[src/sv/sil_pos_enc.sv]
// ----------------------------------------------------------------------------
// sil_pos_enc: thermometer to binary encoder
// Counts the leading run of ones by a binary search over the code.
// ----------------------------------------------------------------------------
module sil_pos_enc #(
  parameter int DEPTH = 64,
  parameter int CNT_W = 7
) (
  input  logic [DEPTH-1:0] thermo,
  output logic [CNT_W-1:0] count
);

  localparam int IdxW = (DEPTH > 1) ? $clog2(DEPTH) : 1;

  logic [CNT_W-1:0] pos;
  logic [CNT_W-1:0] cand;
  logic [CNT_W-1:0] cand_m1;

  // Settle one result bit per step, most significant first
  always_comb begin
    pos     = '0;
    cand    = '0;
    cand_m1 = '0;
    for (int b = CNT_W - 1; b >= 0; b--) begin
      cand    = pos | (CNT_W'(1) << b);
      cand_m1 = cand - CNT_W'(1);
      if ((int'(cand) <= DEPTH) && thermo[cand_m1[IdxW-1:0]]) begin
        pos = cand;
      end
    end
    count = pos;
  end

endmodule

[config.mk]
export PLATFORM = sky130hd
export DESIGN_NAME = sil_pos_enc
export DESIGN_NICKNAME = d
export VERILOG_FILES = /design/src/sv/sil_pos_enc.sv
export SDC_FILE = /design/constraint.sdc
export NUM_CORES = 1
export LEC_CHECK = 0
export ABC_CLOCK_PERIOD_IN_PS = 6400
export BUFFER_PORTS_ARGS = -buffer_cell sky130_fd_sc_hd__buf_4
export CAP_MARGIN = 30
export CORE_MARGIN = 3
export CORE_UTILIZATION = 36
export DETAILED_ROUTE_END_ITERATION = 7
export PLACE_DENSITY_LB_ADDON = 0.05
export SLEW_MARGIN = 20
export SYNTH_ARGS = -nofsm -noshare
export SYNTH_HDL_FRONTEND = slang
export SYNTH_SLANG_ARGS = --single-unit
[constraint.sdc]
create_clock -name vclk -period 6.4
set_clock_uncertainty 0.05 [all_clocks]
set_input_delay 1.92 -clock vclk [all_inputs]
set_output_delay 1.92 -clock vclk [all_outputs]
set_load 0.02 [all_outputs]
==> impl_metrics.env, run 1 <==
export IMPL_status="finished with violations"
export IMPL_violations="negative setup slack"
export IMPL_synth_distinct_cells=39
export IMPL_grt_overflow=0
export IMPL_max_freq_mhz=146
export IMPL_drc=0
export IMPL_io_pins=71
export IMPL_p_comb_frac=1.000
export IMPL_rsz0062_at_grt="yes"
export IMPL_avgViaCountPerCell=5.28
export IMPL_dr_pass1_iters=4
export IMPL_wl_per_cell_um=14.7
export IMPL_path_delay_family="compound AO/OA/AOI/OAI gates"
export IMPL_vias=1256
export IMPL_seq_cell_count=0
export IMPL_critPathArrivalTime_ns=4.86
export IMPL_yosysTopAreaCellShare=0.252
export IMPL_seq_area_frac_synth=0
export IMPL_timing_final_crit_share=1.07
export IMPL_whs_path_depth=2
export IMPL_p_leak_nw=0.833
export IMPL_critPathCapture="count[0]"
export IMPL_core_area_sq_um=2020
export IMPL_p_sw_mw=0.0661
export IMPL_slew_violations=0
export IMPL_swShare=0.442
export IMPL_finalHoldViolCount=0
export IMPL_area_delta_synth_final_pct=113
export IMPL_synth_fp_nets=177
export IMPL_syn_avg_cell_area_sq_um=7.03
export IMPL_setup_violations=1
export IMPL_nClkBuffers=0
export IMPL_antenna_cells=0
export IMPL_synth_area_sq_um=795
export IMPL_end_kind="output pin"
export IMPL_worstPathCellList="buf_4 -> mux2i_4 -> or3b_4 -> a32oi_4 -> buf_6 -> mux2i_1 -> mux2i_1 -> o22ai_2 -> o32ai_4 -> inv_4 -> mux2_4 -> a221oi_2 -> a2111oi_1 -> and4b_2 -> buf_6"
export IMPL_die_x_um=53.0
export IMPL_ys_top_cells_by_count="mux2i_1 (20), nand2_1 (13), nor2_1 (12)"
export IMPL_ir_drop_mv=0.0603
export IMPL_drt_iter0_markers=22
export IMPL_grt_util_all_layers=0.261
export IMPL_slowest_stage="or3b_4"
export IMPL_fill_cells=139
export IMPL_p_per_area_nw_per_um2=88.4
export IMPL_hold_path_class="in -> out"
export IMPL_relSlewSlack=0.743
export IMPL_layout_min_cycle_time_ns=6.83
export IMPL_pwr_share_seq=0
export IMPL_drive_gt1_frac=0.611
export IMPL_yosysMostFrequentCell="mux2i_1"
export IMPL_initial_core_util=0.393
export IMPL_path_buf_inv=4
export IMPL_grt_max_degree=12
export IMPL_ys_warn_count=0
export IMPL_nNetsFinal=277
export IMPL_cell_internal_pwr_mw=0.0835
export IMPL_die_y_um=53.0
export IMPL_wirelength_um=3510
export IMPL_pwr_share_clk=0
export IMPL_worst_ep_required_time_ns=4.43
export IMPL_port_buffers=71
export IMPL_critPathKind="in -> out"
export IMPL_whs_ns=4.10
export IMPL_setup_slack_ns=-0.430
export IMPL_dieArea_sq_um=2810
export IMPL_synthCells=113
export IMPL_final_cell_area_sq_um=1690
export IMPL_crit_start="thermo[31]"
export IMPL_grt_pass1_vias=1254
export IMPL_routabilityCongestion=0.903
export IMPL_hpwl_um=2820
export IMPL_setup_worst_path_start_class="input port"
export IMPL_synth_area_top_cells="mux2i_1 (25%), nand2_1 (6.1%), nor2_1 (5.7%)"
export IMPL_max_stage_delay_ns=0.38
export IMPL_critPathMaxFanout=6
export IMPL_yosysTopAreaCell="mux2i_1"
export IMPL_ant_nets=0
export IMPL_worstMarginPinSlew_ns=0.383
export IMPL_regArea_sq_um=0
export IMPL_post_place_ws_ns=-0.610
export IMPL_antenna_found_initial=0
export IMPL_drv_cap=0
export IMPL_cp_depth=15
export IMPL_fp_row_count=16
export IMPL_grt_pass1_wl_um=5600
export IMPL_dpl_cell_area_sq_um=1630
export IMPL_multi_input_area_sq_um=832
==> worst min-delay path by stage <==
| stage | startpoint | endpoint | slack, ns |
|---|---|---|---|
| after floorplan | thermo[63] | count[6] | 3.90 |
| after global placement | thermo[63] | count[6] | 4.10 |
| after detailed placement | thermo[63] | count[6] | 4.10 |
| after CTS | thermo[63] | count[6] | 4.10 |
| after global routing | thermo[63] | count[6] | 4.11 |
| final | thermo[63] | count[6] | 4.10 |
==> layer usage <==
metal | up-vias | track usage | part of all wire
met5 | - | 0 | 0
met3 | 2 | 0.00563 | 0.059
met4 | 0 | 0.0128 | 0.0051
li1 | 631 | - | -
met2 | 53 | 0.500 | 0.52
met1 | 570 | 0.336 | 0.42
==> layout make-up <==
| cell class | count | share of cell area |
|---|---|---|
| multi-input cells | 101 | 0.492 |
| repair buffers | 105 | 0.475 |
| well taps | 27 | 0.0200 |
| inverters | 5 | 0.0140 |
==> cell families (layout without fill, tap and decap cells) <==
group	Yosys count	after routing	synth area share
muxes	23	23	0.294
buffers and inverters	12	110	0.0834
AOI/OAI and AO/OA	29	29	0.317
and+or+nand+nor	49	49	0.306
==> placed cells by master (no fill, tap or decap), types with 2 or more instances in the layout <==
cell type / count
mux2i_1: 17
mux2i_4: 2
o21ai_0: 5
and3_1: 3
a31oi_1: 2
nor2_4: 4
nor3_1: 8
nor2_1: 10
inv_1: 3
nand2_1: 13
mux2_4: 2
inv_4: 2
o21ai_1: 2
nand2b_1: 2
buf_6: 4
a21oi_1: 5
buf_4: 101
==> metrics by stage <==
step                      utilization  total power, mW  TNS, ns  instances
final                           0.837            0.150   -0.430        238
after global routing            0.837            0.161   -0.596        238
after CTS                       0.835            0.147   -0.408        238
after detailed placement        0.804            0.139   -0.610        237
after global placement          0.804            0.136   -0.481        237
after floorplan                     -           0.0729   -0.110        113
==> power groups by stage <==
stage / combinational (mW) / clock [mW] / sequential [mW]
2_1_floorplan: 0.0729 / 0 / 0
3_3_place_gp: 0.136 / 0 / 0
3_5_place_dp: 0.139 / 0 / 0
4_1_cts: 0.147 / 0 / 0
5_1_grt: 0.161 / 0 / 0
6_report: 0.150 / 0 / 0
==> what timing repair did <==
action / 4_1_cts / 5_1_grt
hold buffers: 0 / 0
setup endpoints to repair: 1 / 1
gates resized for setup: 12 / 2
endpoints found under the hold margin: 0 / 0
buffers inserted: 1 / 0
pin swaps: 2 / 0
No activity file was read; power rests on OpenSTA's default activity.
==> inputs of run 2 (changes only) <==
Settings changed: ABC_CLOCK_PERIOD_IN_PS 6400 to not set, REMOVE_ABC_BUFFERS set to 1, SLEW_MARGIN 20 to 10.
==> run 2 against run 1 <==
The flow still finishes with violations (negative setup slack). Die area did not move. Final cell count rose by 4.6%. Critical endpoint unchanged. Non-clock buffer count rose by 11. Global-route usage rose by 2.7 points. Setup slack got worse by 0.16 ns. Core utilization rose by 9.5 points. Routed wire length rose by 52%. Hold slack improved by 0.063 ns. Critical path depth rose by 2. Via count rose by 21%. Flip-flop and latch count did not move. Critical path type unchanged.
==> impl_metrics.env, run 2 (synthesis results as in run 1) <==
export IMPL_status="finished with violations"
export IMPL_violations="negative setup slack"
export IMPL_dieArea_sq_um=2810
export IMPL_dp_cells=242
export IMPL_avgViaCountPerCell=6.10
export IMPL_grt_overflow=0
export IMPL_worstMarginPinSlew_ns=0.445
export IMPL_port_buffers=71
export IMPL_post_place_ws_ns=-0.598
export IMPL_fp_row_count=16
export IMPL_vias=1518
export IMPL_drive_gt1_frac=0.676
export IMPL_regArea_sq_um=0
export IMPL_final_cell_mix="buf_4 (106), mux2i_1 (15), nand2_1 (13), nor2_1 (8), buf_6 (8)"
export IMPL_finalHoldViolCount=0
export IMPL_rsz0062_at_grt="yes"
export IMPL_critPathKind="in -> out"
export IMPL_critPathArrivalTime_ns=5.02
export IMPL_fin_cells=249
export IMPL_ant_nets=0
export IMPL_grt_pass1_wl_um=6160
export IMPL_setup_slack_ns=-0.592
export IMPL_layout_min_cycle_time_ns=6.99
export IMPL_final_common_cell="buf_4"
export IMPL_die_x_um=53.0
export IMPL_antenna_cells=0
export IMPL_whs_ns=4.17
export IMPL_drv_cap=0
export IMPL_routabilityCongestion=0.896
export IMPL_hpwl_um=2770
export IMPL_hold_path_class="in -> out"
export IMPL_p_per_area_nw_per_um2=98.2
export IMPL_setup_violations=1
export IMPL_critPathMaxFanout=11
export IMPL_worst_ep_required_time_ns=4.43
export IMPL_io_pins=71
export IMPL_nClkBuffers=0
export IMPL_die_y_um=53.0
export IMPL_initial_core_util=0.393
export IMPL_core_area_sq_um=2020
export IMPL_seq_cell_count=0
export IMPL_ir_drop_mv=0.0794
export IMPL_p_leak_nw=0.903
export IMPL_area_delta_synth_final_pct=137
export IMPL_end_kind="output pin"
export IMPL_setup_worst_path_start_class="input port"
export IMPL_wirelength_um=5350
export IMPL_wl_per_cell_um=21.5
export IMPL_grt_pass1_vias=1416
export IMPL_fin_setup_tns_ns=-0.592
export IMPL_grt_util_all_layers=0.288
export IMPL_timing_final_crit_share=1.09
export IMPL_slew_violations=0
export IMPL_nNetsFinal=288
export IMPL_relSlewSlack=0.703
export IMPL_drc=0
export IMPL_antenna_found_initial=0
export IMPL_grt_max_degree=12
export IMPL_drt_iter0_markers=48
export IMPL_dr_pass1_iters=5
export IMPL_max_freq_mhz=143
-- run 2: cell types whose count changed in the layout (fill, tap and decap cells not counted), moves of 2 or more --
cell     delta
nor2_4      -2
nor2_2      +4
nor2_1      -2
buf_4       +5
buf_6       +4
buf_8       +2
mux2i_1     -2
-- run 2: power breakdown --
part | leakage [nW] | switching [mW] | internal (mW)
clock network | 0 | 0 | 0
logic | 0.903 | 0.0865 | 0.0985
registers | 0 | 0 | 0
-- run 2: path summary, 6_finish.rpt --
kind | startpoint | endpoint | slack [ns] | cells past startpoint
worst max-delay path | thermo[31] | count[0] | -0.59 | 17
worst min-delay path | thermo[63] | count[6] | 4.17 | 3
-- run 2: timing repair --
item | CTS | global route
pin swaps | 9 | 16
buffers inserted | 4 | 4
hold buffers | 0 | 0
endpoints found under the setup margin | 1 | 1
resized for setup | 16 | 34
-- run 2: layer usage --
metal | up-vias | GRT usage | part of all wire
li1 | 648 | - | -
met1 | 711 | 0.317 | 0.34
met2 | 121 | 0.558 | 0.51
met3 | 38 | 0.0338 | 0.094
met4 | 0 | 0.0936 | 0.061
met5 | - | 0 | 0
-- run 2: metrics by stage --
step | cell area [sq um] | util | power, mW
2_1_floorplan | 749 | - | 0.0596
3_3_place_gp | 1600 | 0.792 | 0.133
3_5_place_dp | 1600 | 0.792 | 0.136
4_1_cts | 1720 | 0.849 | 0.150
5_1_grt | 1880 | 0.932 | 0.193
6_report | 1880 | 0.932 | 0.185
-- run 2: layout make-up --
type | count | area (sq um)
Tap cell | 27 | 33.8
Multi-Input combinational cell | 101 | 913
Fill cell | 64 | 138
Timing Repair Buffer | 116 | 916
Inverter | 5 | 21.3
-- run 2: worst max-delay path, stage by stage --
cell	delay, ns
buf_8	0.11
buf_4	0.18
nand2b_1	0.23
nor3_1	0.14
buf_4	0.16
nor3_1	0.26
mux2i_1	0.12
mux2i_1	0.34
o22ai_4	0.14
o32ai_4	0.21
inv_4	0.12
buf_4	0.16
o21ai_2	0.16
a31oi_2	0.07
a2111oi_2	0.31
and4b_1	0.26
buf_6	0.12
