File: config.mk
export PLATFORM = sky130hd
export DESIGN_NAME = sil_cell
export DESIGN_NICKNAME = d
export VERILOG_FILES = /design/src/sv/sil_pkg.sv /design/src/sv/sil_cell.sv
export SDC_FILE = /design/constraint.sdc
export NUM_CORES = 1
export LEC_CHECK = 0
export BUFFER_PORTS_ARGS = -buffer_cell sky130_fd_sc_hd__buf_2
export CAP_MARGIN = 30
export CORE_UTILIZATION = 48
export DETAILED_ROUTE_END_ITERATION = 8
export PLACE_DENSITY = 0.92
export SLEW_MARGIN = 20
export SYNTH_ARGS = -nofsm -noshare
export SYNTH_HDL_FRONTEND = slang
export SYNTH_SLANG_ARGS = --single-unit
File: constraint.sdc
create_clock -name clk -period 6.3 [get_ports clk]
set_input_delay 0.63 -clock clk [delete_from_list [all_inputs] [get_ports clk]]
set_output_delay 0.63 -clock clk [all_outputs]
set_load 0.05 [all_outputs]
File: src/sv/sil_pkg.sv
// ----------------------------------------------------------------------------
// sil_pkg: shared types and codes for the sorted insertion list
// Request and result structs, entry layout, request and status codes.
// ----------------------------------------------------------------------------
package sil_pkg;

  localparam int KEY_W   = 32;
  localparam int TAG_W   = 16;
  localparam int IDX_W   = 6;
  localparam int POS_W   = 6;
  localparam int COUNT_W = 7;

  // Request kinds
  localparam logic REQ_INSERT = 1'b0;
  localparam logic REQ_REMOVE = 1'b1;

  // Result status codes
  localparam logic [1:0] ST_OK    = 2'd0;
  localparam logic [1:0] ST_FULL  = 2'd1;
  localparam logic [1:0] ST_RANGE = 2'd2;

  typedef struct packed {
    logic               req_type;
    logic [KEY_W-1:0]   start_time;
    logic [TAG_W-1:0]   entry_tag;
    logic [IDX_W-1:0]   remove_index;
  } req_t;

  typedef struct packed {
    logic [POS_W-1:0]   position;
    logic [1:0]         status;
    logic [COUNT_W-1:0] entry_count;
  } rsp_t;

  typedef struct packed {
    logic [KEY_W-1:0]   key;
    logic [TAG_W-1:0]   tag;
  } entry_t;

  // Broadcast from the control to every cell
  typedef struct packed {
    logic               ins_en;
    logic               rem_en;
    entry_t             fresh;
    logic [IDX_W-1:0]   remove_index;
  } cell_cmd_t;

endpackage

File: src/sv/sil_cell.sv
// ----------------------------------------------------------------------------
// sil_cell: one slot of the sorted insertion list
// Holds one entry, compares it with the incoming key and shifts up or down.
// ----------------------------------------------------------------------------
module sil_cell #(
  parameter int SLOT  = 0,
  parameter int CNT_W = 7
) (
  input  logic               clk,
  input  sil_pkg::cell_cmd_t cmd,
  input  logic [CNT_W-1:0]   count,
  input  sil_pkg::entry_t    left_entry,
  input  logic               left_ge,
  input  sil_pkg::entry_t    right_entry,
  output sil_pkg::entry_t    entry,
  output logic               ge
);

  logic occupied;

  // Slot holds a live entry when it lies below the fill count
  assign occupied = SLOT < int'(count);

  // Slot lies at or after the insertion point: empty, or strictly later key
  assign ge = !occupied || (cmd.fresh.key < entry.key);

  // Shift on insert or remove, otherwise hold
  always_ff @(posedge clk) begin
    if (cmd.ins_en && ge) begin
      if (left_ge) begin
        entry <= left_entry;
      end else begin
        entry <= cmd.fresh;
      end
    end else if (cmd.rem_en && (SLOT >= int'(cmd.remove_index))) begin
      entry <= right_entry;
    end
  end

endmodule

==> metrics.yaml, run 1 <==
outcome:
  status: "finished, final reports clean"
cts:
  cts_sinks: 48
  cts_resized: 0
  cts_tree: "done"
  hold_buffers: 0
  numCtsBuffers: 5
  root_buffer: "clkbuf_8"
  clock_latency_ns: 0.30
  post_cts_buffers: 0
  htreeDepth: 2
  clk_pin_slew_ns: 0.09
  cts_buffer_depth: 2
global_routing:
  grt_overflow: 0
  grt_max_degree: 50
  grt_pass1_vias: 2995
  track_usage_pct: 23.4
  grt_pass1_wl_um: 13600
  antenna_found_initial: 0
power:
  sw_frac_of_total_pct: 34.6
  intPower_uw: 677
  comb_power_share_pct: 39.1
  ir_drop_v: 0.000144
  leakage_nw: 2.28
  powerDensity_mw_per_mm2: 217
  seq_power_share_pct: 40.0
  power_frac_clock_pct: 21.0
  p_sw_uw: 358
critical_path:
  crit_arrival_ns: 3.72
  critPathKind: "in -> reg"
  critPathMaxFanout: 49
  required_ns: 6.31
  cp-end-kind: "flop"
  start_kind: "primary input"
die:
  start_util_pct: 50.7
  die_w_um: 87.7
  dieArea_mm2: 0.00768
  ioPinCount: 210
  core_mm2: 0.00694
  rows: 30
  die_y_um: 87.7
synthesis:
  yosysTopAreaCellShare_pct: 40.9
  ys_top_cells_by_count: "mux2_2 (87), edfxtp_1 (48), inv_1 (32)"
  netlist_area_mm2: 0.00352
  synthFlopType: "edfxtp_1"
  ys_seq_area_share_pct: 40.9
  synth.distinct_cells: 31
  yosys_warnings: 0
  synth_top_area_cell: "edfxtp_1"
  syn_nets: 463
  synthArstFlopShare_pct: 0
  syn_inst: 271
  synth-edff-count: 48
  syn_avg_cell_area_um2: 13.0
  ys_ff_latch: 48
  synth.area.top_cells: "edfxtp_1 (41%), mux2_2 (28%), ha_1 (11%)"
  synth.most_common_cell: "mux2_2"
sta:
  setup_tns_ns: 0
  skew_ns: 0.00340
  tightest_slew_ns: 0.761
  setup_viol: 0
  fin_hold_ws_ns: 0.626
  slew_headroom_pct: 48.8
  min_period_ns: 3.71
  max_freq_mhz: 269
  hold_violations: 0
  rsz0062_at_grt: "no"
  timing.final.crit_share_pct: 58.9
  drv_slew: 0
job:
  drv_cap: 0
cells_and_area:
  nets: 671
  drive_gt1_share_pct: 66.9
  antenna_cells: 0
  syn2layout_area_growth_pct: 35.3
  largest_reg_flops: 48
  reg_top3: "entry: 48 flops"
  regMostFlops: "entry"
routing:
  drt-pass1-iter-count: 4
  route.detailed.wl_per_inst_um: 15.6
  ant_nets: 0
  detail_route.iter0.violations: 82
  vias: 2929
  routed_via_density: 5.09
  drc: 0
  wl_um: 8970
hold_path:
  hold_class: "in -> reg"
placed_design:
  place.gp.congestion: 0.848
  hpwl_um: 7450
  port_buffers: 209
==> worst max-delay path, cell delays in order <==
cell	delay, ns
buf_2	0.11
ha_1	0.33
a2111oi_4	0.32
nor4_2	0.09
nor4_1	0.59
o211a_4	0.77
a21o_2	0.59
buf_16	0.25
==> metrics by stage <==
step	std cells	power (mW)	utilization, %	setup WS (ns)	area (um^2)
final	576	1.03	68.6	2.59	4770
after global routing	576	1.09	68.6	2.41	4770
after CTS	576	1.04	68.6	2.50	4770
after detailed placement	568	0.826	67.1	2.19	4660
after global placement	566	0.804	66.4	2.14	4610
after floorplan	271	0.707	-	2.54	3520
==> placed cells by master (no fill, tap or decap), types with 4 or more instances in the layout <==
cell type / netlist / layout
buf_2: 0 / 209
mux2_2: 87 / 87
edfxtp_1: 48 / 48
inv_1: 32 / 32
ha_1: 31 / 31
a21oi_1: 11 / 11
mux2_4: 9 / 9
nand2_1: 7 / 7
nand4_1: 5 / 5
clkbuf_8: 0 / 5
nand3_1: 4 / 4
==> metal layers <==
layer / wire length (um) / GRT usage [%]
met3: 529 / 4.62
met5: 0 / 0
met4: 155 / 7.00
met1: 3350 / 25.0
met2: 4940 / 46.0
==> path summary, 6_finish.rpt <==
kind	startpoint	endpoint	slack, ns	depth (start not counted)
setup / recovery	cmd[23]	entry[18]	2.59	8
hold / removal	right_entry[21]	entry[21]	0.63	2
setup reg to reg	entry[17]	entry[18]	2.65	8
hold reg to reg	entry[47]	entry[42]	1.60	6
==> layout make-up <==
class | instances | area [um^2]
inverters | 32 | 120
well taps | 96 | 120
clock buffers | 5 | 68.8
flip-flops and latches | 48 | 1440
multi-input cells | 181 | 1890
fillers | 526 | 2180
clock inverters | 3 | 37.5
repair buffers | 211 | 1090
==> cell families after synthesis <==
kind of cell             synth area share [%]
flip-flops                               40.9
multiplexers                             31.7
AND/OR/NAND/NOR                          5.58
AO/OA/AOI/OAI                            5.26
adder cells (fa/ha/maj)                  11.0
buffers and inverters                    5.58
==> power groups by stage <==
stage / Sequential, mW / Clock (mW) / Combinational, mW
2_1_floorplan: 0.534 / 0 / 0.173
3_3_place_gp: 0.420 / 0 / 0.384
3_5_place_dp: 0.421 / 0 / 0.406
4_1_cts: 0.414 / 0.223 / 0.407
5_1_grt: 0.417 / 0.235 / 0.434
6_report: 0.413 / 0.217 / 0.404
Note: power is estimated with default switching activity, not from simulation.
==> run 2, diff against run 1 <==
- CORE_UTILIZATION: 48 -> 44
- PLACE_DENSITY: 0.92 -> 0.86
- clock period: 6.3 -> 3.5 ns (I/O delays scaled with it)
==> metrics.yaml, run 2 (synthesized netlist as in run 1, its figures left out) <==
power:
  comb_power_share_pct: 41.3
  leakage_nw: 2.28
  intPower_mw: 1.14
  power_frac_clock_pct: 16.6
  sw_frac_of_total_pct: 35.2
  powerDensity_mw_per_mm2: 371
  p_sw_uw: 623
  ir_drop_v: 0.000226
  seq_power_share_pct: 42.1
critical_path:
  crit_start: "entry[42]"
  cp-end-kind: "flop"
  required_ns: 3.46
  regToRegSetupSlack_ns: 0.56
  crit_arrival_ns: 2.91
  r2r-start: "entry[42]"
  worst-r2r-cell-count: 9
  r2r_end: "entry[16]"
  critPathMaxFanout: 26
  critPathKind: "reg -> reg"
  start_kind: "flop"
  crit_end: "entry[16]"
cts:
  numCtsBuffers: 5
  cts_resized: 0
  post_cts_buffers: 0
  root_buffer: "clkbuf_8"
  htreeDepth: 2
  clock_latency_ns: 0.29
  hold_buffers: 0
  cts_sinks: 48
  clk_pin_slew_ns: 0.08
  cts_buffer_depth: 2
  cts_tree: "done"
die:
  ioPinCount: 210
  rows: 32
  die_y_um: 91.5
  start_util_pct: 45.6
  core_mm2: 0.00773
  die_w_um: 91.5
  dieArea_mm2: 0.00837
sta:
  tightest_slew_ns: 0.575
  slew_headroom_pct: 61.3
  setup_tns_ns: 0
  hold_violations: 0
  rsz0062_at_grt: "no"
  setup_viol: 0
  max_freq_mhz: 340
  fin_hold_ws_ns: 0.354
  skew_ns: 0.00490
  min_period_ns: 2.94
  timing.final.crit_share_pct: 84.1
  drv_slew: 0
routing:
  wl_um: 8830
  route.detailed.wl_per_inst_um: 15.2
  drt-pass1-iter-count: 4
  ant_nets: 0
  routed_via_density: 5.12
  detail_route.iter0.violations: 54
  vias: 2977
  drc: 0
global_routing:
  grt_pass1_vias: 3097
  grt_pass1_wl_um: 13900
  grt_overflow: 0
  antenna_found_initial: 0
  grt_max_degree: 31
  track_usage_pct: 21.2
placed_design:
  port_buffers: 209
  place.gp.congestion: 0.872
  placed_area_mm2: 0.00470
  hpwl_um: 7460
cells_and_area:
  stdcell_area_mm2: 0.00476
  largest_reg_flops: 48
  syn2layout_area_growth_pct: 35.3
  final_util_pct: 61.7
  fill_cells: 632
  drive_gt1_share_pct: 67.3
  mostFrequentLayoutCell: "buf_2"
  reg_top3: "entry: 48 flops"
  nets: 674
  antenna_cells: 0
  regMostFlops: "entry"
  final_cell_mix: "buf_2 (209), mux2_2 (87), edfxtp_1 (48)"
outcome:
  status: "finished, final reports clean"
hold_path:
  hold_class: "in -> reg"
  worstHoldStart: "right_entry[42]"
job:
  drv_cap: 0
## run 2: cell count changes in the layout (fill, tap and decap cells not counted)
cell / before / now
buf_12: 1 / 3
buf_4: 0 / 2
clkinv_1: 2 / 0
buf_16: 1 / 0
bufinv_16: 1 / 0
## run 2: cell type report
class	instances	area, um^2	area share [%]
inverters	32	120	2.52
clock buffers	5	68.8	1.44
flip-flops and latches	48	1440	30.3
multi-input cells	181	1890	39.6
well taps	102	128	2.68
repair buffers	214	1120	23.5
## run 2: how the worst min path moves through the flow
stage | endpoint | slack, ns | depth (start not counted)
after detailed placement | entry[3] | 0.65 | 2
after global routing | entry[1] | 0.34 | 2
final | entry[42] | 0.35 | 2
after floorplan | entry[38] | 0.57 | 1
after global placement | entry[17] | 0.65 | 2
after CTS | entry[10] | 0.35 | 2
## run 2: power groups by stage
| stage | clock [mW] | combinational (mW) | sequential (mW) |
|---|---|---|---|
| after floorplan | 0 | 0.311 | 0.960 |
| after global placement | 0 | 0.710 | 0.754 |
| after detailed placement | 0 | 0.735 | 0.756 |
| after CTS | 0.305 | 0.737 | 0.743 |
| after global routing | 0.328 | 0.782 | 0.749 |
| final | 0.294 | 0.730 | 0.744 |
## run 2: stage by stage
| step | instances | setup slack [ns] | power, mW |
|---|---|---|---|
| 3_3_place_gp | 576 | 0.418 | 1.46 |
| 5_1_grt | 582 | 0.312 | 1.86 |
| 6_report | 582 | 0.557 | 1.77 |
| 4_1_cts | 582 | 0.437 | 1.79 |
| 3_5_place_dp | 577 | 0.386 | 1.49 |
| 2_1_floorplan | 271 | 0.150 | 1.27 |
## run 2: critical path, cell delays in order, from the launching register on
cell,delay (ns)
edfxtp_1,0.39
inv_1,0.07
ha_1,0.25
and4_1,0.23
nor4b_1,0.17
a221o_1,0.33
a22oi_2,0.22
o211a_4,0.46
a21o_2,0.16
buf_4,0.31
## run 2: layer usage
metal  track usage (%)  up-vias  wire [um]
li1                  -     1439          -
met1              23.2     1393       3300
met2              39.6      127       4760
met3              4.36       18        551
met4              8.07        0        224
met5                 0        -          0
